$ cat src/rtl/prc_ram.sv
// ----------------------------------------------------------------------------
// Generic single-port RAM
// One read or write address per cycle, registered read data.
// ----------------------------------------------------------------------------
module prc_ram #(
   parameter int WIDTH = 8,
   parameter int DEPTH = 64
) (
   input  logic                                      clock,
   input  logic                                      we,
   input  logic [((DEPTH > 1) ? $clog2(DEPTH) : 1)-1:0] addr,
   input  logic [WIDTH-1:0]                          wdata,
   output logic [WIDTH-1:0]                          rdata
);

   logic [WIDTH-1:0] mem [DEPTH];
   logic [WIDTH-1:0] rdata_ff;

   always_ff @(posedge clock) begin
      if (we) begin
         mem[addr] <= wdata;
      end
      rdata_ff <= mem[addr];
   end

   assign rdata = rdata_ff;

endmodule

$ cat config.mk
export PLATFORM = sky130hd
export DESIGN_NAME = prc_ram
export DESIGN_NICKNAME = d
export VERILOG_FILES = /design/src/rtl/prc_ram.sv
export SDC_FILE = /design/constraint.sdc
export NUM_CORES = 1
export LEC_CHECK = 0
export BUFFER_PORTS_ARGS = -buffer_cell sky130_fd_sc_hd__buf_2
export CORE_MARGIN = 8
export CORE_UTILIZATION = 50
export DETAILED_ROUTE_END_ITERATION = 10
export PLACE_DENSITY = 0.78
export SLEW_MARGIN = 20
export SYNTH_ARGS = -nofsm -noshare
export SYNTH_HDL_FRONTEND = slang
export SYNTH_SLANG_ARGS = --single-unit
$ cat constraint.sdc
create_clock -name clock -period 2.6 [get_ports clock]
set_clock_uncertainty 0.2 [all_clocks]
set_input_delay 0.39 -clock clock [delete_from_list [all_inputs] [get_ports clock]]
set_output_delay 0.39 -clock clock [all_outputs]
set_load 0.01 [all_outputs]
==> results of run 1 <==
## layout by cell type (no fill, tap or decap), types with 8 or more instances in the layout
master,count
buf_12,18
buf_4,219
a221oi_1,21
nand2b_1,24
and3_1,9
a22oi_1,40
o22ai_1,22
a21oi_1,28
dfxtp_1,8
o221ai_1,9
buf_2,20
a22o_1,10
edfxtp_1,512
nor2_1,78
a31oi_1,15
o21ai_0,9
clkbuf_1,16
o22a_1,11
nand3_1,8
clkbuf_16,49
mux4_2,41
and2_1,9
nand3b_1,12
nand2_1,45
mux2i_1,63
a221o_1,11
## cells in the mapped netlist, drive strengths merged (7+ instances only)
| cell | n | share of area [%] |
|---|---|---|
| mux2 | 12 | 0.66 |
| a221oi | 21 | 0.90 |
| edfxtp | 512 | 75 |
| clkbuf | 36 | 0.66 |
| o22a | 11 | 0.47 |
| mux4 | 41 | 4.5 |
| nor2 | 82 | 1.5 |
| o21ai | 11 | 0.27 |
| and3 | 9 | 0.28 |
| a21oi | 28 | 0.69 |
| nand2b | 24 | 0.73 |
| a32oi | 7 | 0.30 |
| buf | 45 | 1.3 |
| o221ai | 9 | 0.39 |
| a22o | 10 | 0.43 |
| and2 | 10 | 0.32 |
| o22ai | 22 | 0.67 |
| nand2 | 45 | 0.83 |
| nor2b | 8 | 0.24 |
| nand3b | 12 | 0.44 |
| a31oi | 15 | 0.46 |
| dfxtp | 8 | 0.78 |
| a221o | 11 | 0.54 |
| nand3 | 8 | 0.20 |
| mux2i | 63 | 3.1 |
| a22oi | 40 | 1.5 |
| o2bb2ai | 7 | 0.30 |
## state kept, by name, summed over array words and instances, names as in the netlist
register  count
mem         512
rdata         8
## final cells by class
type                            instances  area, um2  share of cell area, %
Sequential cell                       520      15500                   63.6
Clock inverter                         25        264                   1.08
Inverter                                3       11.3                 0.0461
Timing Repair Buffer                  258       2120                   8.67
Antenna cell                            1       2.50                 0.0102
Multi-Input combinational cell        567       4520                   18.5
Clock buffer                           66       1300                   5.32
Tap cell                              532        666                   2.73
## cells by family (layout without fill, tap and decap cells)
group / after synthesis / in the layout / share of synthesized area (%)
AND/OR/NAND/NOR: 229 / 229 / 5.71
multiplexers: 116 / 116 / 8.26
AO/OA/AOI/OAI: 222 / 222 / 8.08
buffers and inverters: 84 / 352 / 1.98
other: 0 / 1 / 0
flip-flops: 520 / 520 / 76.0
## stage by stage
stage          utilization, %  power, mW  std cells  worst slack (ps)  TNS, ps
2_1_floorplan               -       9.99       1171             -88.8    -9140
3_3_place_gp             56.2       10.6       1880              -152     -709
3_5_place_dp             56.2       10.6       1880              -246    -1580
4_1_cts                  60.1       17.5       1971               162        0
5_1_grt                  60.1       17.9       1971               115        0
6_report                 60.1       17.5       1972               172        0
## layer usage
layer	up-vias	GRT usage (%)	share of wire, %
met5	-	0	0
met4	0	8.84	4.1
met3	158	4.65	11
met2	824	36.4	49
met1	6214	28.5	36
li1	5220	-	-
## power groups by stage
stage / sequential, mW / combinational (mW) / clock (mW)
6_report: 9.31 / 1.14 / 7.01
5_1_grt: 9.31 / 1.19 / 7.38
4_1_cts: 9.31 / 1.12 / 7.07
3_5_place_dp: 9.49 / 1.11 / 0
3_3_place_gp: 9.49 / 1.08 / 0
2_1_floorplan: 9.48 / 0.504 / 0
## worst max-delay path by stage
stage	from	to	cells after the start
CTS	mem[2][7]	rdata[7]	5
global placement	addr[1]	rdata[3]	9
detailed placement	addr[1]	rdata[3]	9
global route	mem[54][1]	rdata[1]	6
finish	mem[2][7]	rdata[7]	5
floorplan	addr[1]	mem[13][0]	7
## critical path: stages (launching register included)
cell and delay, ps:
edfxtp_1 370, mux2_1 300, mux4_2 450, o21ai_1 300
o2111ai_1 160, or4b_1 540
==> impl_metrics.py, run 1 <==
metrics = {
    "status": {
        "status": "finished clean",
    },
    "floorplan": {
        "die_area_um2": 47600,
        "core_region_area_um2": 40600,
        "die_w_um": 218,
        "die_y_um": 218,
        "io_pins": 24,
        "start_util_pct": 50.3,
        "rows": 74,
    },
    "detailed_routing": {
        "routed_wl_um": 53000,
        "vias_per_cell": 6.30,
        "firstDrtPassIters": 7,
        "drtIter0Drc": 1725,
        "routedWlPerCell_um": 26.9,
        "vias": 12400,
        "route.detailed.drc": 0,
        "antenna_left": 0,
    },
    "synth": {
        "synth_seq_area_share_pct": 76.0,
        "synth-seq-cells": 520,
        "syn-cell-area_um2": 20400,
        "postSynthCellCount": 1171,
        "synth.net_count": 1187,
        "synth_area_per_cell_um2": 17.5,
        "yosysWarnings": 0,
        "synth_edf_count": 512,
        "async_flop_share_pct": 0,
        "yosys_most_used_dff": "edfxtp_1",
        "ys_types": 56,
    },
    "worst_setup_path": {
        "crit_path_end_kind": "flip-flop",
        "crit_required_ps": 2840,
        "r2r_end": "rdata[7]",
        "path_max_fanout": 1,
        "r2r_start": "mem[2][7]",
        "reg2regPathDepth": 5,
        "r2r_slack_ps": 170,
        "worstPathArrival_ps": 2670,
        "critPathLaunchType": "flip-flop",
        "path_class": "reg -> reg",
    },
    "sta": {
        "fmax_mhz": 412,
        "hold_viol": 0,
        "maxSlewViolCount": 0,
        "setup_viol": 0,
        "worst_pin_slew_ps": 1040,
        "rsz0062_at_grt": "false",
        "fin_crit_sh_pct": 93.4,
        "min_period_ps": 2430,
        "relSlewSlack_pct": 30.8,
        "hold_slack_ps": 126,
    },
    "global_route": {
        "overflow": 0,
        "grt_pass1_wl_um": 78500,
        "grt_pass1_vias": 12400,
        "grt_max_degree": 41,
        "antenna_found_initial": 1,
        "grtUsageTotal_pct": 22.1,
    },
    "finish": {
        "fillers": 2838,
        "nNetsFinal": 1415,
        "stdcell_area_um2": 24400,
        "drive_above_1_share_pct": 26.8,
        "area_growth_pct": 19.4,
    },
    "placement": {
        "placed_area_um2": 22800,
        "place.gp.congestion": 0.925,
        "numPortBuffers": 23,
        "hpwl_um": 35100,
    },
    "clocking": {
        "cts.path.max_buffers": 3,
        "numCtsBuffers": 49,
        "clk-insertion-delay-late_ps": 570,
        "cts_tree": "done",
        "cts_sinks": 520,
        "holdBufCountCts": 0,
        "cts_root_buf": "clkbuf_16",
        "ctsResizeCount": 0,
        "postCtsSetupBuffers": 0,
        "clk_pin_slew_ps": 60,
        "htree_levels": 2,
    },
    "flow_run": {
        "drv_cap": 0,
    },
    "power_and_ir_drop": {
        "p_per_area_nw_per_um2": 715,
        "p_sw_share_pct": 21.2,
        "peakVddDrop_v": 0.000479,
        "pwr-share-comb_pct": 6.5,
        "switchingPower_mw": 3.70,
        "power.leakage_nw": 8.31,
        "pwr-share-clk_pct": 40.1,
        "internal-power_mw": 13.8,
        "seq_power_share_pct": 53.3,
    },
    "worst_hold_path": {
        "hold_end": "mem[58][2]",
        "min-delay-path-class": "in -> reg",
        "min_from": "wdata[2]",
        "hold_depth": 1,
    },
}
Note: power is estimated with default switching activity, not from simulation.
==> run 2, diff against run 1 <==
--- a/config.mk
+++ b/config.mk
@@ -7,9 +7,11 @@
 export LEC_CHECK = 0
 export BUFFER_PORTS_ARGS = -buffer_cell sky130_fd_sc_hd__buf_2
 export CORE_MARGIN = 8
-export CORE_UTILIZATION = 50
+export CORE_UTILIZATION = 51
+export CTS_BUF_LIST = sky130_fd_sc_hd__clkbuf_8
+export CTS_CLUSTER_DIAMETER = 50
 export DETAILED_ROUTE_END_ITERATION = 10
-export PLACE_DENSITY = 0.78
+export PLACE_DENSITY = 0.79
 export SLEW_MARGIN = 20
 export SYNTH_ARGS = -nofsm -noshare
 export SYNTH_HDL_FRONTEND = slang
==> impl_metrics.py, run 2 (synthesized netlist as in run 1, its figures left out) <==
metrics = {
    "worst_setup_path": {
        "critPathLaunchType": "flip-flop",
        "worstPathArrival_ps": 2750,
        "crit_required_ps": 2900,
        "path_class": "reg -> reg",
        "path_max_fanout": 1,
        "r2r_slack_ps": 160,
        "crit_path_end_kind": "flip-flop",
        "r2r_end": "rdata[7]",
        "reg2regPathDepth": 5,
        "r2r_start": "mem[6][7]",
    },
    "clocking": {
        "clk_pin_slew_ps": 70,
        "ctsResizeCount": 0,
        "cts_root_buf": "clkbuf_8",
        "cts_sinks": 520,
        "numCtsBuffers": 80,
        "holdBufCountCts": 0,
        "htree_levels": 3,
        "postCtsSetupBuffers": 0,
        "cts.path.max_buffers": 3,
        "cts_tree": "done",
        "clk-insertion-delay-late_ps": 630,
    },
    "global_route": {
        "antenna_found_initial": 1,
        "grt_max_degree": 65,
        "met2_usage_pct": 35.4,
        "grt_pass1_vias": 12600,
        "use_met1_pct": 28.4,
        "grt_use_met3_pct": 5.04,
        "grt_busiest_layer": "met2",
        "overflow": 0,
        "grt_pass1_wl_um": 77400,
        "grtUsageTotal_pct": 22.0,
    },
    "power_and_ir_drop": {
        "total_power_mw": 16.7,
        "power.leakage_nw": 8.34,
        "peakVddDrop_v": 0.000282,
        "p_per_area_nw_per_um2": 691,
    },
    "finish": {
        "largest_register_ffs": 512,
        "final_common_cell": "edfxtp_1",
        "stdcell_area_um2": 24200,
        "drive_above_1_share_pct": 27.1,
        "area_growth_pct": 18.5,
        "nNetsFinal": 1432,
        "mostFrequentLayoutCells": "edfxtp_1, buf_4, clkbuf_8",
        "largest-register": "mem",
        "final_core_util_pct": 61.1,
    },
    "sta": {
        "worst_pin_slew_ps": 747,
        "setup_viol": 0,
        "fmax_mhz": 409,
        "hold_slack_ps": 60.2,
        "hold_viol": 0,
        "fin_crit_sh_pct": 94.0,
        "maxSlewViolCount": 0,
        "worst_slack_ps": 156,
        "relSlewSlack_pct": 49.9,
        "rsz0062_at_grt": "false",
        "min_period_ps": 2440,
    },
    "worst_hold_path": {
        "min-delay-path-class": "in -> reg",
        "hold_end": "mem[52][7]",
        "hold_depth": 3,
        "min_from": "we",
    },
    "detailed_routing": {
        "drtIter0Drc": 1620,
        "firstDrtPassIters": 6,
        "vias": 12500,
        "antenna_left": 0,
        "route.detailed.drc": 0,
        "routedWlPerCell_um": 26.1,
        "routed_wl_um": 52100,
        "vias_per_cell": 6.23,
    },
    "floorplan": {
        "io_pins": 24,
        "start_util_pct": 51.6,
        "die_w_um": 216,
        "die_area_um2": 46800,
        "die_y_um": 216,
        "core_region_area_um2": 39600,
        "rows": 73,
    },
    "placement": {
        "placed_area_um2": 22800,
        "numPortBuffers": 23,
        "place.gp.congestion": 0.950,
        "hpwl_um": 34100,
        "place_ws_ps": -268,
    },
    "status": {
        "status": "finished clean",
    },
    "flow_run": {
        "drv_cap": 0,
    },
}
==> run 2: worst max path at each step <==
stage | start | to | cells after the start
floorplan | addr[1] | mem[13][0] | 7
global placement | addr[1] | rdata[5] | 8
finish | mem[6][7] | rdata[7] | 5
global route | mem[6][7] | rdata[7] | 5
detailed placement | addr[1] | rdata[5] | 8
CTS | mem[6][7] | rdata[7] | 5
==> run 2: layout make-up <==
class	instances	area (um2)
clock buffers	83	1140
multi-input cells	567	4520
clock inverters	58	322
fillers	2758	15400
inverters	3	11.3
well taps	525	657
repair buffers	244	2050
diodes	1	2.50
flip-flops and latches	520	15500
==> run 2: critical path, stage by stage (launching register included) <==
cell and delay (ps):
edfxtp_1 390, mux2_1 330, mux4_2 460, o21ai_1 270, o2111ai_1 150, or4b_1 530
==> run 2: metrics by stage <==
stage | instances | setup TNS [ps]
finish | 2001 | 0
global route | 2000 | 0
CTS | 2000 | 0
detailed placement | 1859 | -3250
global placement | 1859 | -1810
floorplan | 1171 | -9140
==> run 2: layer usage <==
metal / vias to the layer above / share of wire, %
met2: 821 / 48
met4: 0 / 4.2
li1: 5263 / -
met3: 162 / 11
met1: 6213 / 37
met5: - / 0
==> run 2: where the power goes <==
part           switching (mW)  internal, mW
Clock                    3.07          3.26
Combinational           0.673         0.441
Sequential             0.0269          9.28
