## config.mk

```make
export PLATFORM = sky130hd
export DESIGN_NAME = prc_interp
export DESIGN_NICKNAME = d
export VERILOG_FILES = /design/src/rtl/prc_pkg.sv /design/src/rtl/prc_interp.sv
export SDC_FILE = /design/constraint.sdc
export NUM_CORES = 1
export LEC_CHECK = 0
export BUFFER_PORTS_ARGS = -buffer_cell sky130_fd_sc_hd__buf_2
export CORE_AREA = 2 2 157 159
export DETAILED_ROUTE_END_ITERATION = 10
export DIE_AREA = 0 0 159 161
export PLACE_DENSITY_LB_ADDON = 0.08
export SLEW_MARGIN = 20
export SYNTH_ARGS = -nofsm -noshare
export SYNTH_HDL_FRONTEND = slang
export SYNTH_SLANG_ARGS = --single-unit
```

## constraint.sdc

```tcl
create_clock -name clock -period 12.2 [get_ports clock]
set_input_delay 0.61 -clock clock [delete_from_list [all_inputs] [get_ports clock]]
set_output_delay 0.61 -clock clock [all_outputs]
set_load 0.02 [all_outputs]
```

## src/rtl/prc_pkg.sv

```systemverilog
// ----------------------------------------------------------------------------
// PWM ramp controller package
// Shared constants, command codes and transfer types.
// ----------------------------------------------------------------------------
package prc_pkg;

   localparam int CHANNELS  = 64;
   localparam int ADDR_W    = (CHANNELS > 1) ? $clog2(CHANNELS) : 1;
   localparam int CNT_W     = $clog2(CHANNELS + 1);
   localparam int CH_W      = 6;
   localparam int DUTY_W    = 8;
   localparam int LEN_W     = 16;
   localparam int MS_W      = 32;
   localparam int MUL_W     = DUTY_W + LEN_W;
   localparam int STEP_W    = $clog2(DUTY_W);

   localparam logic [DUTY_W-1:0] DUTY_FULL = 8'd255;

   localparam logic [1:0] MODE_RAMP  = 2'd0;
   localparam logic [1:0] MODE_LEVEL = 2'd1;
   localparam logic [1:0] MODE_BREAK = 2'd2;
   localparam logic [1:0] MODE_TICK  = 2'd3;

   typedef struct packed {
      logic [1:0]        mode;
      logic [CH_W-1:0]   channel;
      logic [DUTY_W-1:0] target;
      logic [LEN_W-1:0]  duration_ms;
      logic              level;
   } req_type;

   typedef struct packed {
      logic [CH_W-1:0]   out_channel;
      logic [DUTY_W-1:0] duty;
      logic              last;
   } rsp_type;

   // per-channel record held in the channel memory
   typedef struct packed {
      logic [DUTY_W-1:0] cur;
      logic [DUTY_W-1:0] start_d;
      logic [DUTY_W-1:0] end_d;
      logic [MS_W-1:0]   start_ms;
      logic [LEN_W-1:0]  len;
   } rec_type;

   typedef struct packed {
      logic              start;
      logic [DUTY_W-1:0] start_d;
      logic [DUTY_W-1:0] end_d;
      logic [LEN_W-1:0]  len;
      logic [LEN_W-1:0]  elapsed;
   } interp_req_type;

   typedef struct packed {
      logic              done;
      logic [DUTY_W-1:0] quotient;
   } interp_rsp_type;

endpackage

```

## src/rtl/prc_interp.sv

```systemverilog
// ----------------------------------------------------------------------------
// Ramp interpolation unit
// Shift-add multiply then restoring divide, one bit per cycle, giving
// floor((s*(len-el) + e*el) / len) for el < len.
// ----------------------------------------------------------------------------
module prc_interp (
   input  logic                    clock,
   input  logic                    reset,
   input  prc_pkg::interp_req_type ireq,
   output prc_pkg::interp_rsp_type irsp
);

   typedef enum logic [1:0] {
      ST_IDLE,
      ST_MUL,
      ST_DIV
   } state_type;

   state_type                        state_ff, state_in;
   logic [prc_pkg::MUL_W-1:0]        a_ff, a_in;
   logic [prc_pkg::MUL_W-1:0]        b_ff, b_in;
   logic [prc_pkg::DUTY_W-1:0]       s_ff, s_in;
   logic [prc_pkg::DUTY_W-1:0]       e_ff, e_in;
   logic [prc_pkg::LEN_W-1:0]        len_ff, len_in;
   logic [prc_pkg::MUL_W-1:0]        acc_ff, acc_in;
   logic [prc_pkg::MUL_W-1:0]        dsh_ff, dsh_in;
   logic [prc_pkg::DUTY_W-1:0]       q_ff, q_in;
   logic [prc_pkg::STEP_W-1:0]       cnt_ff, cnt_in;
   logic                             done_ff, done_in;
   logic [prc_pkg::MUL_W-1:0]        part_a, part_b;

   always_comb begin
      state_in = state_ff;
      a_in     = a_ff;
      b_in     = b_ff;
      s_in     = s_ff;
      e_in     = e_ff;
      len_in   = len_ff;
      acc_in   = acc_ff;
      dsh_in   = dsh_ff;
      q_in     = q_ff;
      cnt_in   = cnt_ff;
      done_in  = 1'b0;
      part_a   = s_ff[0] ? a_ff : '0;
      part_b   = e_ff[0] ? b_ff : '0;

      unique case (state_ff)
         ST_IDLE: begin
            if (ireq.start) begin
               a_in     = prc_pkg::MUL_W'(ireq.len - ireq.elapsed);
               b_in     = prc_pkg::MUL_W'(ireq.elapsed);
               s_in     = ireq.start_d;
               e_in     = ireq.end_d;
               len_in   = ireq.len;
               acc_in   = '0;
               cnt_in   = '0;
               state_in = ST_MUL;
            end
         end
         ST_MUL: begin
            // add one bit of each duty weight, advance the multiplicands
            acc_in = acc_ff + part_a + part_b;
            a_in   = {a_ff[prc_pkg::MUL_W-2:0], 1'b0};
            b_in   = {b_ff[prc_pkg::MUL_W-2:0], 1'b0};
            s_in   = {1'b0, s_ff[prc_pkg::DUTY_W-1:1]};
            e_in   = {1'b0, e_ff[prc_pkg::DUTY_W-1:1]};
            cnt_in = cnt_ff + 1'b1;
            if (cnt_ff == prc_pkg::STEP_W'(prc_pkg::DUTY_W - 1)) begin
               dsh_in   = prc_pkg::MUL_W'(len_ff) << (prc_pkg::DUTY_W - 1);
               cnt_in   = '0;
               state_in = ST_DIV;
            end
         end
         ST_DIV: begin
            // quotient stays below 2^DUTY_W, so DUTY_W steps suffice
            if (acc_ff >= dsh_ff) begin
               acc_in = acc_ff - dsh_ff;
               q_in   = {q_ff[prc_pkg::DUTY_W-2:0], 1'b1};
            end else begin
               q_in   = {q_ff[prc_pkg::DUTY_W-2:0], 1'b0};
            end
            dsh_in = {1'b0, dsh_ff[prc_pkg::MUL_W-1:1]};
            cnt_in = cnt_ff + 1'b1;
            if (cnt_ff == prc_pkg::STEP_W'(prc_pkg::DUTY_W - 1)) begin
               done_in  = 1'b1;
               state_in = ST_IDLE;
            end
         end
         default: state_in = ST_IDLE;
      endcase
   end

   always_ff @(posedge clock) begin
      if (reset) begin
         state_ff <= ST_IDLE;
         done_ff  <= 1'b0;
         cnt_ff   <= '0;
      end else begin
         state_ff <= state_in;
         done_ff  <= done_in;
         cnt_ff   <= cnt_in;
      end
      a_ff   <= a_in;
      b_ff   <= b_in;
      s_ff   <= s_in;
      e_ff   <= e_in;
      len_ff <= len_in;
      acc_ff <= acc_in;
      dsh_ff <= dsh_in;
      q_ff   <= q_in;
   end

   assign irsp.done     = done_ff;
   assign irsp.quotient = q_ff;

endmodule

```

==> impl_metrics.csv, run 1 <==
group,metric,value,unit
status,status,"finished clean",
cts,ctsHoldBuffers,0,
placed_design,place_hpwl,16.83,mm
logic_synthesis,ys_types,63,
cts,numCtsBuffers,17,
power_and_ir_drop,p_int,1.055,mW
grt,track_usage,17.91,%
logic_synthesis,ys_warn_count,0,
timing,rsz0062_at_grt,"no",
placed_design,gp_congestion,0.7939,
cts,cts_root_buffer,"clkbuf_16",
drt,routed_wl,22.02,mm
floorplan,start_util,39.23,%
finish,drive_above_1_share,15.75,%
critical_path,cpMostUsedCell,"fa_1",
floorplan,dieHeight,161,um
critical_path,critPathMaxFanout,24,
min_path,holdCritPathClass,"in -> reg",
timing,slew_viol_final,0,
critical_path,r2r-start,"e_ff[0]$_DFFE_PP_",
min_path,min_to,"len_ff[5]$_DFFE_PP_",
grt,gr-usage-met3,2.722,%
cts,clockBufferDepth,2,
timing,max_slew_margin,30.63,%
floorplan,coreArea,23960,um^2
power_and_ir_drop,p_sw,0.5333,mW
grt,overflow,0,
grt,grt_max_degree,105,
power_and_ir_drop,design_power_total,1.588,mW
power_and_ir_drop,powerDensity,148.8,nW/um^2
grt,antenna_found_initial,0,
placed_design,post_dp_cell_area,10060,um^2
critical_path,path_cells,"and2_1 > fa_1 > ha_1 > fa_1 > a211oi_1 > o21ai_0 > a41oi_2 > o31ai_4 > a2111oi_0 > nor3_1 > xnor2_1 > o32ai_1",
cts,ctsResizeCount,0,
timing,setup_viol,0,
finish,final_nets,1058,
timing,tightest_slew,1.041,ns
placed_design,dp_slack,7.955,ns
power_and_ir_drop,irDropWorstVdd,79.61,uV
critical_path,rrSetupSlack,7.97,ns
job,max_cap_violations,0,
grt,use_met1,27.49,%
cts,cts_setup_buffers,0,
timing,tns,0,ns
timing,finalCritPeriodShare,34.67,%
logic_synthesis,synth_ff_type,"edfxtp_1",
power_and_ir_drop,comb_power_share,27.6,%
drt,dr.pass1.iters,5,
finish,antenna_cells,0,
finish,fin_area,10680,um^2
cts,path_clk_slew,0.08,ns
power_and_ir_drop,switching_share,33.57,%
power_and_ir_drop,p_clk_share,33.6,%
logic_synthesis,synth_area,9400,um^2
critical_path,start_kind,"flip-flop",
finish,final_common_cell,"edfxtp_1",
timing,period_minus_slack,4.230,ns
logic_synthesis,synth_fp_nets,1001,
logic_synthesis,synth_edf_count,135,
grt,grt_pass1_wl,35.74,mm
cts,htree_levels,4,
finish,area_growth_syn_to_layout,13.59,%
floorplan,io_pins,60,
logic_synthesis,synth_area_per_cell,10.97,um^2
critical_path,crit-reg2reg-capture,"acc_ff[21]$_DFFE_PP_",
drt,routedWlPerCell,17.60,um
timing,hold_violations,0,
grt,grt.busiest_layer,"met1",
floorplan,num_rows,57,
power_and_ir_drop,power.leakage,4.317,nW
floorplan,die_w,159,um
drt,drtAntennaViolNets,0,
critical_path,critical_path_class,"reg -> reg",
critical_path,r2r_cells,12,
drt,routed_via_density,5.070,
grt,met2_usage,26.58,%
grt,first_global_vias,6440,
logic_synthesis,ys_seq_area_share,44.40,%
cts,cts_tree,"done",
logic_synthesis,ys_ff_latch,141,
timing,fmax,0.2364,GHz
critical_path,cp_slowest_stage_delay,0.73,ns
floorplan,die_area,25600,um^2
critical_path,required,12.35,ns
logic_synthesis,async_flop_share,0,%
critical_path,cpMaxStageDelayCell,"edfxtp_1",
cts,clock_latency,0.43,ns
placed_design,portBuffers,59,
power_and_ir_drop,power.share.sequential,38.8,%
timing,worst_slack,7.970,ns
logic_synthesis,syn-instance-count,857,
timing,skew,0.01439,ns
critical_path,endpoint_kind,"flip-flop",
min_path,hold_start,"ireq[21]",
critical_path,critPathArrivalTime,4.38,ns
drt,drt_iter0_markers,458,
min_path,hold_depth,1,
drt,vias,6342,
finish,final_cell_mix,"135 x edfxtp_1, 66 x and2_1, 66 x nand2_1, 65 x ha_1, 59 x buf_2",
drt,drc,0,
cts,cts.sinks,141,
metal layers:
metal  vias to the layer above  part of all wire, %
li1                       3235                    -
met1                      2993                   54
met2                       104                   42
met3                        10                  2.7
met4                         0                 0.88
met5                         -                    0
critical path: cells and delay by family (launching register included):
family,cells,cell delay (ns)
xor gates and xnor gates,1,0.17
AOI/OAI and AO/OA,6,1.58
and+or+nand+nor,2,0.36
DFF,1,0.73
adders and majority gates,3,1.11
registers in the layout, indices dropped and copies added (netlist names):
name / count
a_ff: 24
acc_ff: 24
b_ff: 24
cnt_ff: 3
done_ff: 1
dsh_ff: 23
e_ff: 8
len_ff: 16
q_ff: 8
s_ff: 8
state_ff: 2
cell type report:
class	instances	area, um^2
Timing Repair Buffer	63	325.3
Sequential cell	141	4174
Multi-Input combinational cell	634	4940
Fill cell	2316	13290
Clock inverter	15	193.9
Tap cell	324	405.4
Inverter	57	214.0
Clock buffer	17	425.4
power by group through the flow:
stage	sequential (mW)	clock, mW	combinational (mW)
floorplan	0.613	0	0.348
global placement	0.628	0	0.437
detailed placement	0.628	0	0.437
CTS	0.617	0.548	0.440
global route	0.623	0.566	0.497
finish	0.616	0.533	0.439
cell usage after synthesis (all sizes together), types with 3 or more instances:
cell type  count  area share [%]
a2111oi        6            0.83
a211o          3            0.28
a211oi         6            0.53
a21boi         5            0.40
a21o          23             1.8
a21oi         52             2.8
a22oi          8            0.64
a311oi         3            0.28
a31oi          3            0.20
a41oi          3            0.36
and2          66             4.4
and3           7            0.47
buf            7            0.40
clkbuf        18            0.72
dfxtp          6             1.3
edfxtp       135              43
fa            26             5.5
ha            67             8.9
inv           57             2.3
mux2          32             3.8
nand2         66             2.6
nand2b        10            0.67
nand3         11            0.59
nor2          34             1.4
nor2b         20             1.3
nor3          15            0.85
o211ai         4            0.32
o21a           8            0.64
o21ai         51             2.8
o21bai        10            0.80
o22ai         11            0.73
o31ai          9            0.87
or2            3            0.20
xnor2         30             2.8
xor2          19             1.8
cell families (layout without fill, tap and decap cells):
| group | after synthesis | in the layout | share of synthesized area (%) |
|---|---|---|---|
| buffers and inverters | 82 | 152 | 3.394 |
| flip-flops | 141 | 141 | 44.40 |
| adder cells (fa/ha/maj) | 93 | 93 | 14.45 |
| XOR/XNOR | 49 | 49 | 4.565 |
| AND/OR/NAND/NOR | 240 | 240 | 13.12 |
| multiplexers | 32 | 32 | 3.833 |
| AO/OA/AOI/OAI | 220 | 220 | 16.23 |
through the flow:
step	std cells	util (%)	hold slack, ns
2_1_floorplan	857	-	0.4578
3_3_place_gp	1219	41.97	0.4260
3_5_place_dp	1219	41.97	0.4290
4_1_cts	1251	44.56	0.3635
5_1_grt	1251	44.56	0.3691
6_report	1251	44.56	0.3745
worst max path at each step:
| stage | startpoint | to | slack [ns] |
|---|---|---|---|
| after floorplan | state_ff[1]$_SDFFE_PP0P_ | a_ff[0]$_SDFFCE_PP0P_ | 7.52 |
| after global placement | s_ff[0]$_DFFE_PP_ | acc_ff[23]$_DFFE_PP_ | 8.06 |
| after detailed placement | s_ff[0]$_DFFE_PP_ | acc_ff[21]$_DFFE_PP_ | 7.95 |
| after CTS | s_ff[0]$_DFFE_PP_ | acc_ff[21]$_DFFE_PP_ | 7.94 |
| after global routing | e_ff[0]$_DFFE_PP_ | acc_ff[23]$_DFFE_PP_ | 7.60 |
| final | e_ff[0]$_DFFE_PP_ | acc_ff[21]$_DFFE_PP_ | 7.97 |
(Power assumes the default switching activity.)
==> run 2, diff against run 1 <==
--- a/config.mk
+++ b/config.mk
@@ -5,10 +5,11 @@
 export SDC_FILE = /design/constraint.sdc
 export NUM_CORES = 1
 export LEC_CHECK = 0
+export ABC_AREA = 1
 export BUFFER_PORTS_ARGS = -buffer_cell sky130_fd_sc_hd__buf_2
-export CORE_AREA = 2 2 157 159
+export CORE_AREA = 2 2 167 169
 export DETAILED_ROUTE_END_ITERATION = 10
-export DIE_AREA = 0 0 159 161
+export DIE_AREA = 0 0 169 171
 export PLACE_DENSITY_LB_ADDON = 0.08
 export SLEW_MARGIN = 20
 export SYNTH_ARGS = -nofsm -noshare
==> constraint.sdc (replaced) <==
create_clock -name clock -period 3.6 [get_ports clock]
set_input_delay 0.18 -clock clock [delete_from_list [all_inputs] [get_ports clock]]
set_output_delay 0.18 -clock clock [all_outputs]
set_load 0.02 [all_outputs]
==> run 2 against run 1 <==
Net effect: worst setup slack lost 7.6 ns; critical path depth grew 1; clock skew grew 0.0041 ns; area after synthesis grew 14%; die area grew 13%; final area grew 15%; hold slack lost 0.36 ns; register-to-register slack lost 7.6 ns; synthesized cell count grew 71%; power grew to 7.5 times the previous value; largest power group is now combinational logic; highest routed layer unchanged.
==> impl_metrics.csv, run 2 <==
group,metric,value,unit
status,status,"finished clean",
placed_design,place_hpwl,23.05,mm
logic_synthesis,synthSimpleGateAreaFrac,29.65,%
cts,numCtsBuffers,17,
cts,cts.sinks,141,
critical_path,cpMaxStageDelayCell,"edfxtp_1",
finish,multiInputGateArea,5375,um^2
drt,drt_iter0_markers,629,
critical_path,r2r_cells,13,
timing,tightest_slew,0.8635,ns
timing,hold_violations,0,
critical_path,path_buf_inv,1,
logic_synthesis,synth_fp_nets,1608,
cts,htree_levels,4,
floorplan,die_w,169,um
finish,layoutNonFillerInstCount,1905,
logic_synthesis,async_flop_share,0,%
timing,skew,0.01846,ns
logic_synthesis,synthTopCellsByArea,"edfxtp_1 38%, nand2_1 18%, inv_1 9.9%, ha_1 7.8%, fa_1 4.9%",
critical_path,start_kind,"flip-flop",
finish,final_common_cell,"nand2_1",
drt,routed_wl,28.91,mm
logic_synthesis,synth_compound_area_share,7.352,%
floorplan,dieHeight,171,um
grt,grt_pass1_wl,46.68,mm
timing,fmax,0.3142,GHz
placed_design,dp_cells,1850,
cts,clockBufferDepth,2,
timing,period_minus_slack,3.183,ns
logic_synthesis,syn-instance-count,1464,
critical_path,cp_slowest_stage_delay,0.55,ns
min_path,holdCritPathClass,"in -> reg",
timing,slew_viol_final,0,
logic_synthesis,yosys.area_share.adder,12.67,%
placed_design,gp_congestion,0.8844,
cts,path_clk_slew,0.07,ns
critical_path,critical_path_class,"reg -> reg",
grt,track_usage,21.02,%
floorplan,num_rows,61,
grt,grt_max_degree,42,
finish,n_fill_cell,2882,
critical_path,required,3.73,ns
cts,cts_root_buffer,"clkbuf_16",
floorplan,io_pins,60,
placed_design,dp_slack,0.4258,ns
timing,tns,0,ns
power_and_ir_drop,powerDensity,966.5,nW/um^2
logic_synthesis,ys_seq_area_share,38.93,%
grt,antenna_found_initial,0,
finish,final_nets,1690,
logic_synthesis,synthTopCellsByCount,"525 x nand2_1, 284 x inv_1, 135 x edfxtp_1",
drt,wirelength_met1,14.53,mm
logic_synthesis,ys_types,41,
critical_path,cp.depth,13,
drt,routedWlPerCell,15.17,um
critical_path,critPathMaxFanout,11,
critical_path,path_delay_family,"adder cells",
job,max_cap_violations,0,
drt,drc,0,
logic_synthesis,synth_top_family_by_area,"simple AND/OR/NAND/NOR gates",
drt,dr_wl_met3,780,um
timing,max_slew_margin,42.37,%
cts,clock_latency,0.43,ns
timing,finalCritPeriodShare,88.42,%
timing,rsz0062_at_grt,"no",
drt,drtAntennaViolNets,0,
grt,first_global_vias,8853,
drt,routed.top_layer,"met4",
critical_path,endpoint_kind,"flip-flop",
logic_synthesis,yosysMostFrequentCell,"nand2_1",
finish,regArea,4174,um^2
finish,drive_above_1_share,9.108,%
min_path,hold_depth,3,
logic_synthesis,synth_top_area_share,37.81,%
logic_synthesis,synth_ff_type,"edfxtp_1",
logic_synthesis,ys_ff_latch,141,
logic_synthesis,synth_edf_count,135,
finish,reg_top3,"a_ff: 24 flops, acc_ff: 24 flops, b_ff: 24 flops",
cts,cts_tree,"done",
critical_path,cpMostUsedCell,"nand2_1",
timing,worst_slack,0.4170,ns
drt,met2_length,12.99,mm
critical_path,critPathArrivalTime,3.31,ns
logic_synthesis,synth_xor_area_share,0.08169,%
finish,antenna_cells,0,
logic_synthesis,synthMuxAreaShare,0.09336,%
power_and_ir_drop,power.leakage,6.363,nW
drt,vias,9162,
timing,setup_viol,0,
logic_synthesis,synth_area_per_cell,7.323,um^2
logic_synthesis,ys_warn_count,0,
placed_design,portBuffers,59,
power_and_ir_drop,irDropWorstVdd,422.6,uV
floorplan,start_util,39.24,%
floorplan,coreArea,27320,um^2
drt,routed_via_density,4.809,
floorplan,die_area,28900,um^2
logic_synthesis,yosys.area.top_type,"edfxtp_1",
drt,dr.pass1.iters,7,
finish,final_cell_mix,"525 x nand2_1, 284 x inv_1, 135 x edfxtp_1, 85 x nand3_1, 78 x nor2_1",
finish,area_growth_syn_to_layout,14.66,%
logic_synthesis,synth_area,10720,um^2
critical_path,path_cells,"nand2_1 > inv_1 > fa_1 > ha_1 > fa_1 > nand2_1 > nand2_1 > and2_2 > nand2_1 > nand2_1 > or2_2 > nand3_1 > a21oi_1",
cts,ctsResizeCount,0,
grt,overflow,0,
## run 2: worst min-delay path: stages
cell	delay, ns
buf_2	0.08
nand2_1	0.04
nand2_1	0.04
## run 2: routing by layer
layer | vias up | global-route usage (%)
met3 | 31 | 2.036
met5 | - | 0
met2 | 134 | 33.84
met4 | 0 | 6.615
met1 | 4205 | 29.97
li1 | 4792 | -
## run 2: area by class of cell
cell class | instances | share of cell area, %
sequential | 141 | 33.95
clock buffer | 17 | 3.461
tap | 346 | 3.522
timing repair buffer | 94 | 5.211
clock inverter | 15 | 1.364
multi-input combinational | 1005 | 43.73
inverter | 287 | 8.763
## run 2: cell families (layout without fill, tap and decap cells)
kind of cell / count (synthesis) / after routing
compound gates: 149 / 149
xor+xnor: 1 / 1
buf+inv: 318 / 413
flops: 141 / 141
fa+ha+maj: 93 / 93
simple gates: 761 / 761
mux: 1 / 1
## run 2: worst paths after layout
check / end / slack (ns) / startpoint
max: acc_ff[9]$_DFFE_PP_ / 0.42 / e_ff[0]$_DFFE_PP_
min reg2reg: q_ff[3]$_DFFE_PP_ / 0.45 / q_ff[2]$_DFFE_PP_
min: s_ff[5]$_DFFE_PP_ / 0.01 / ireq[45]
max reg2reg: acc_ff[9]$_DFFE_PP_ / 0.42 / e_ff[0]$_DFFE_PP_
## run 2: stage by stage
step	utilization, %	area (um^2)	hold slack, ns	power [mW]
floorplan	-	10730	0.2491	8.155
global placement	41.98	11470	0.3728	10.05
detailed placement	41.98	11470	0.3763	10.10
CTS	44.99	12290	0.002056	11.95
global route	44.99	12290	0.01441	13.13
finish	44.99	12290	0.01202	11.88
## run 2: what timing repair did
action,CTS,global route
hold buffers,23,0
hold endpoints to repair,26,0
setup buffers,0,0
## run 2: report_power, final
part / switching [mW] / internal (mW) / total [mW] / leakage [nW]
registers: 0.419 / 2.71 / 3.13 / 1.37
clock network: 0.798 / 0.988 / 1.79 / 0.286
logic: 4.68 / 2.29 / 6.97 / 4.71
==> run 3, diff against run 2 <==
--- a/config.mk
+++ b/config.mk
@@ -5,11 +5,10 @@
 export SDC_FILE = /design/constraint.sdc
 export NUM_CORES = 1
 export LEC_CHECK = 0
-export ABC_AREA = 1
 export BUFFER_PORTS_ARGS = -buffer_cell sky130_fd_sc_hd__buf_2
-export CORE_AREA = 2 2 167 169
+export CORE_AREA = 2 2 157 159
 export DETAILED_ROUTE_END_ITERATION = 10
-export DIE_AREA = 0 0 169 171
+export DIE_AREA = 0 0 159 161
 export PLACE_DENSITY_LB_ADDON = 0.08
 export SLEW_MARGIN = 20
 export SYNTH_ARGS = -nofsm -noshare
==> run 3 against run 2 <==
Net effect: hold slack improved by 0.034 ns; routed wire length is 22% lower; final area fell by 8.9%; combinational power shrank 75%; largest power group is now registers; sequential cell count stayed put; first-iteration DRC count fell by 17%; largest cell class unchanged; critical endpoint is now acc_ff[20]$_DFFE_PP_; critical path depth unchanged; clock-buffer cell count increased by 1; clock power fell by 6%.
==> impl_metrics.csv, run 3 (same netlist as run 1, synthesis figures left out) <==
group,metric,value,unit
status,status,"finished clean",
drt,vias,6500,
grt,first_global_vias,6598,
finish,reg_top3,"a_ff: 24 flops, acc_ff: 24 flops, b_ff: 24 flops",
critical_path,endpoint_kind,"flip-flop",
critical_path,required,3.76,ns
critical_path,critPathArrivalTime,3.59,ns
finish,fin_area,11200,um^2
floorplan,coreArea,23960,um^2
grt,grt_pass1_wl,36.09,mm
timing,slew_viol_final,0,
power_and_ir_drop,power.leakage,4.546,nW
critical_path,r2r_cells,13,
floorplan,num_rows,57,
timing,skew,0.01567,ns
finish,n_fill_cell,2309,
cts,cts_root_buffer,"clkbuf_16",
critical_path,cpMaxStageDelayCell,"fa_1",
grt,overflow,0,
critical_path,cp_slowest_stage_delay,0.52,ns
placed_design,dp_cells,1246,
power_and_ir_drop,design_power_total,5.539,mW
cts,numCtsBuffers,17,
critical_path,path_buf_inv,2,
timing,fmax,0.2915,GHz
cts,cts_tree,"done",
placed_design,place_hpwl,17.15,mm
floorplan,die_area,25600,um^2
placed_design,portBuffers,59,
timing,tightest_slew,0.9373,ns
finish,final_nets,1106,
power_and_ir_drop,irDropWorstVdd,296.2,uV
floorplan,dieHeight,161,um
min_path,holdCritPathClass,"in -> reg",
min_path,hold_depth,2,
cts,cts.sinks,141,
grt,antenna_found_initial,0,
finish,drive_above_1_share,20.51,%
critical_path,path_cells,"buf_4 > and2_1 > fa_1 > ha_4 > nand2_1 > buf_4 > nor3_4 > a2111oi_4 > o311ai_4 > a2111oi_4 > o31ai_2 > xnor2_1 > o22ai_1",
floorplan,io_pins,60,
drt,routed_via_density,5.004,
timing,setup_viol,0,
finish,layoutNonFillerInstCount,1299,
timing,rsz0062_at_grt,"yes",
cts,clock_latency,0.43,ns
critical_path,critical_path_class,"reg -> reg",
critical_path,start_kind,"flip-flop",
cts,htree_levels,4,
drt,routedWlPerCell,17.33,um
critical_path,cp.depth,13,
drt,drtAntennaViolNets,0,
drt,drc,0,
finish,final_cell_mix,"135 x edfxtp_1, 65 x nand2_1, 64 x and2_1, 60 x buf_2, 59 x ha_1",
drt,dr.pass1.iters,5,
timing,max_slew_margin,37.03,%
timing,hold_violations,0,
placed_design,gp_congestion,0.8290,
critical_path,path_delay_family,"compound AO/OA/AOI/OAI gates",
job,max_cap_violations,0,
timing,period_minus_slack,3.430,ns
grt,track_usage,18.09,%
finish,antenna_cells,0,
drt,drt_iter0_markers,524,
finish,final_common_cell,"edfxtp_1",
cts,clockBufferDepth,2,
drt,routed_wl,22.52,mm
finish,area_growth_syn_to_layout,19.10,%
floorplan,die_w,159,um
timing,finalCritPeriodShare,95.29,%
placed_design,post_dp_cell_area,10270,um^2
grt,grt_max_degree,63,
cts,path_clk_slew,0.07,ns
critical_path,critPathMaxFanout,8,
finish,final_util,46.72,%
floorplan,start_util,39.23,%
power_and_ir_drop,powerDensity,494.7,nW/um^2
[run 3: cell types whose count changed in the layout (fill, tap and decap cells not counted), sizes merged, moves of 13 or more]
| cell | delta |
|---|---|
| and2 | +63 |
| a21oi | -25 |
| a21o | +20 |
| mux2 | +32 |
| xor2 | +19 |
| nand4 | -13 |
| nand2 | -471 |
| nor2b | +20 |
| buf | +23 |
| nand3b | -16 |
| inv | -230 |
| nand3 | -75 |
| nor2 | -51 |
| xnor2 | +29 |
[run 3: worst register-to-register path: stages, from the launching register on]
cell and delay (ns):
edfxtp_1 0.43, buf_4 0.18, and2_1 0.15, fa_1 0.52, ha_4 0.32, nand2_1 0.06
buf_4 0.14, nor3_4 0.22, a2111oi_4 0.12, o311ai_4 0.42, a2111oi_4 0.14, o31ai_2 0.23
xnor2_1 0.15, o22ai_1 0.09
[run 3: worst paths after layout]
check,start,to,slack [ns]
worst max-delay path,s_ff[0]$_DFFE_PP_,acc_ff[20]$_DFFE_PP_,0.17
worst min-delay path,ireq[47],s_ff[7]$_SDFFCE_PP0P_,0.05
worst max register to register,s_ff[0]$_DFFE_PP_,acc_ff[20]$_DFFE_PP_,0.17
worst min register to register,q_ff[4]$_DFFE_PP_,q_ff[5]$_DFFE_PP_,0.45
[run 3: per-layer routing]
layer	wire, um	vias to the layer above	global-route usage [%]
met5	0	-	0
met4	180	0	3.719
met3	655	17	2.902
met2	9659	110	27.23
met1	12020	3042	27.58
li1	-	3331	-
[run 3: layout make-up]
class / instances / area (um^2) / area share (%)
repair buffers: 111 / 742.0 / 6.627
inverters: 57 / 214.0 / 1.911
flip-flops and latches: 141 / 4174 / 37.28
well taps: 324 / 405.4 / 3.621
multi-input cells: 634 / 5100 / 45.55
clock buffers: 18 / 439.2 / 3.923
clock inverters: 14 / 121.4 / 1.084
[run 3: power by group]
part	total, mW	internal, mW	switching [mW]
clock	1.69	0.925	0.768
combinational	1.77	0.824	0.943
sequential	2.08	1.99	0.0923
[run 3: what timing repair did]
| action | CTS | global route |
|---|---|---|
| gates resized for setup | 6 | 31 |
| setup buffers | 0 | 3 |
| setup endpoints to repair | 4 | 32 |
| endpoints found under the hold margin | 21 | 0 |
| gates cloned | 0 | 1 |
| pin swaps | 2 | 17 |
| hold buffers | 17 | 0 |
[run 3: metrics by stage]
| stage | hold slack, ns | TNS, ns | setup WS (ns) |
|---|---|---|---|
| final | 0.04552 | 0 | 0.1696 |
| after global routing | 0.04152 | -0.009493 | -0.009493 |
| after CTS | 0.02725 | 0 | 0.009438 |
| after detailed placement | 0.3853 | -0.2816 | -0.1016 |
| after global placement | 0.3803 | -0.2238 | -0.08252 |
| after floorplan | 0.2491 | 0 | 0.01455 |
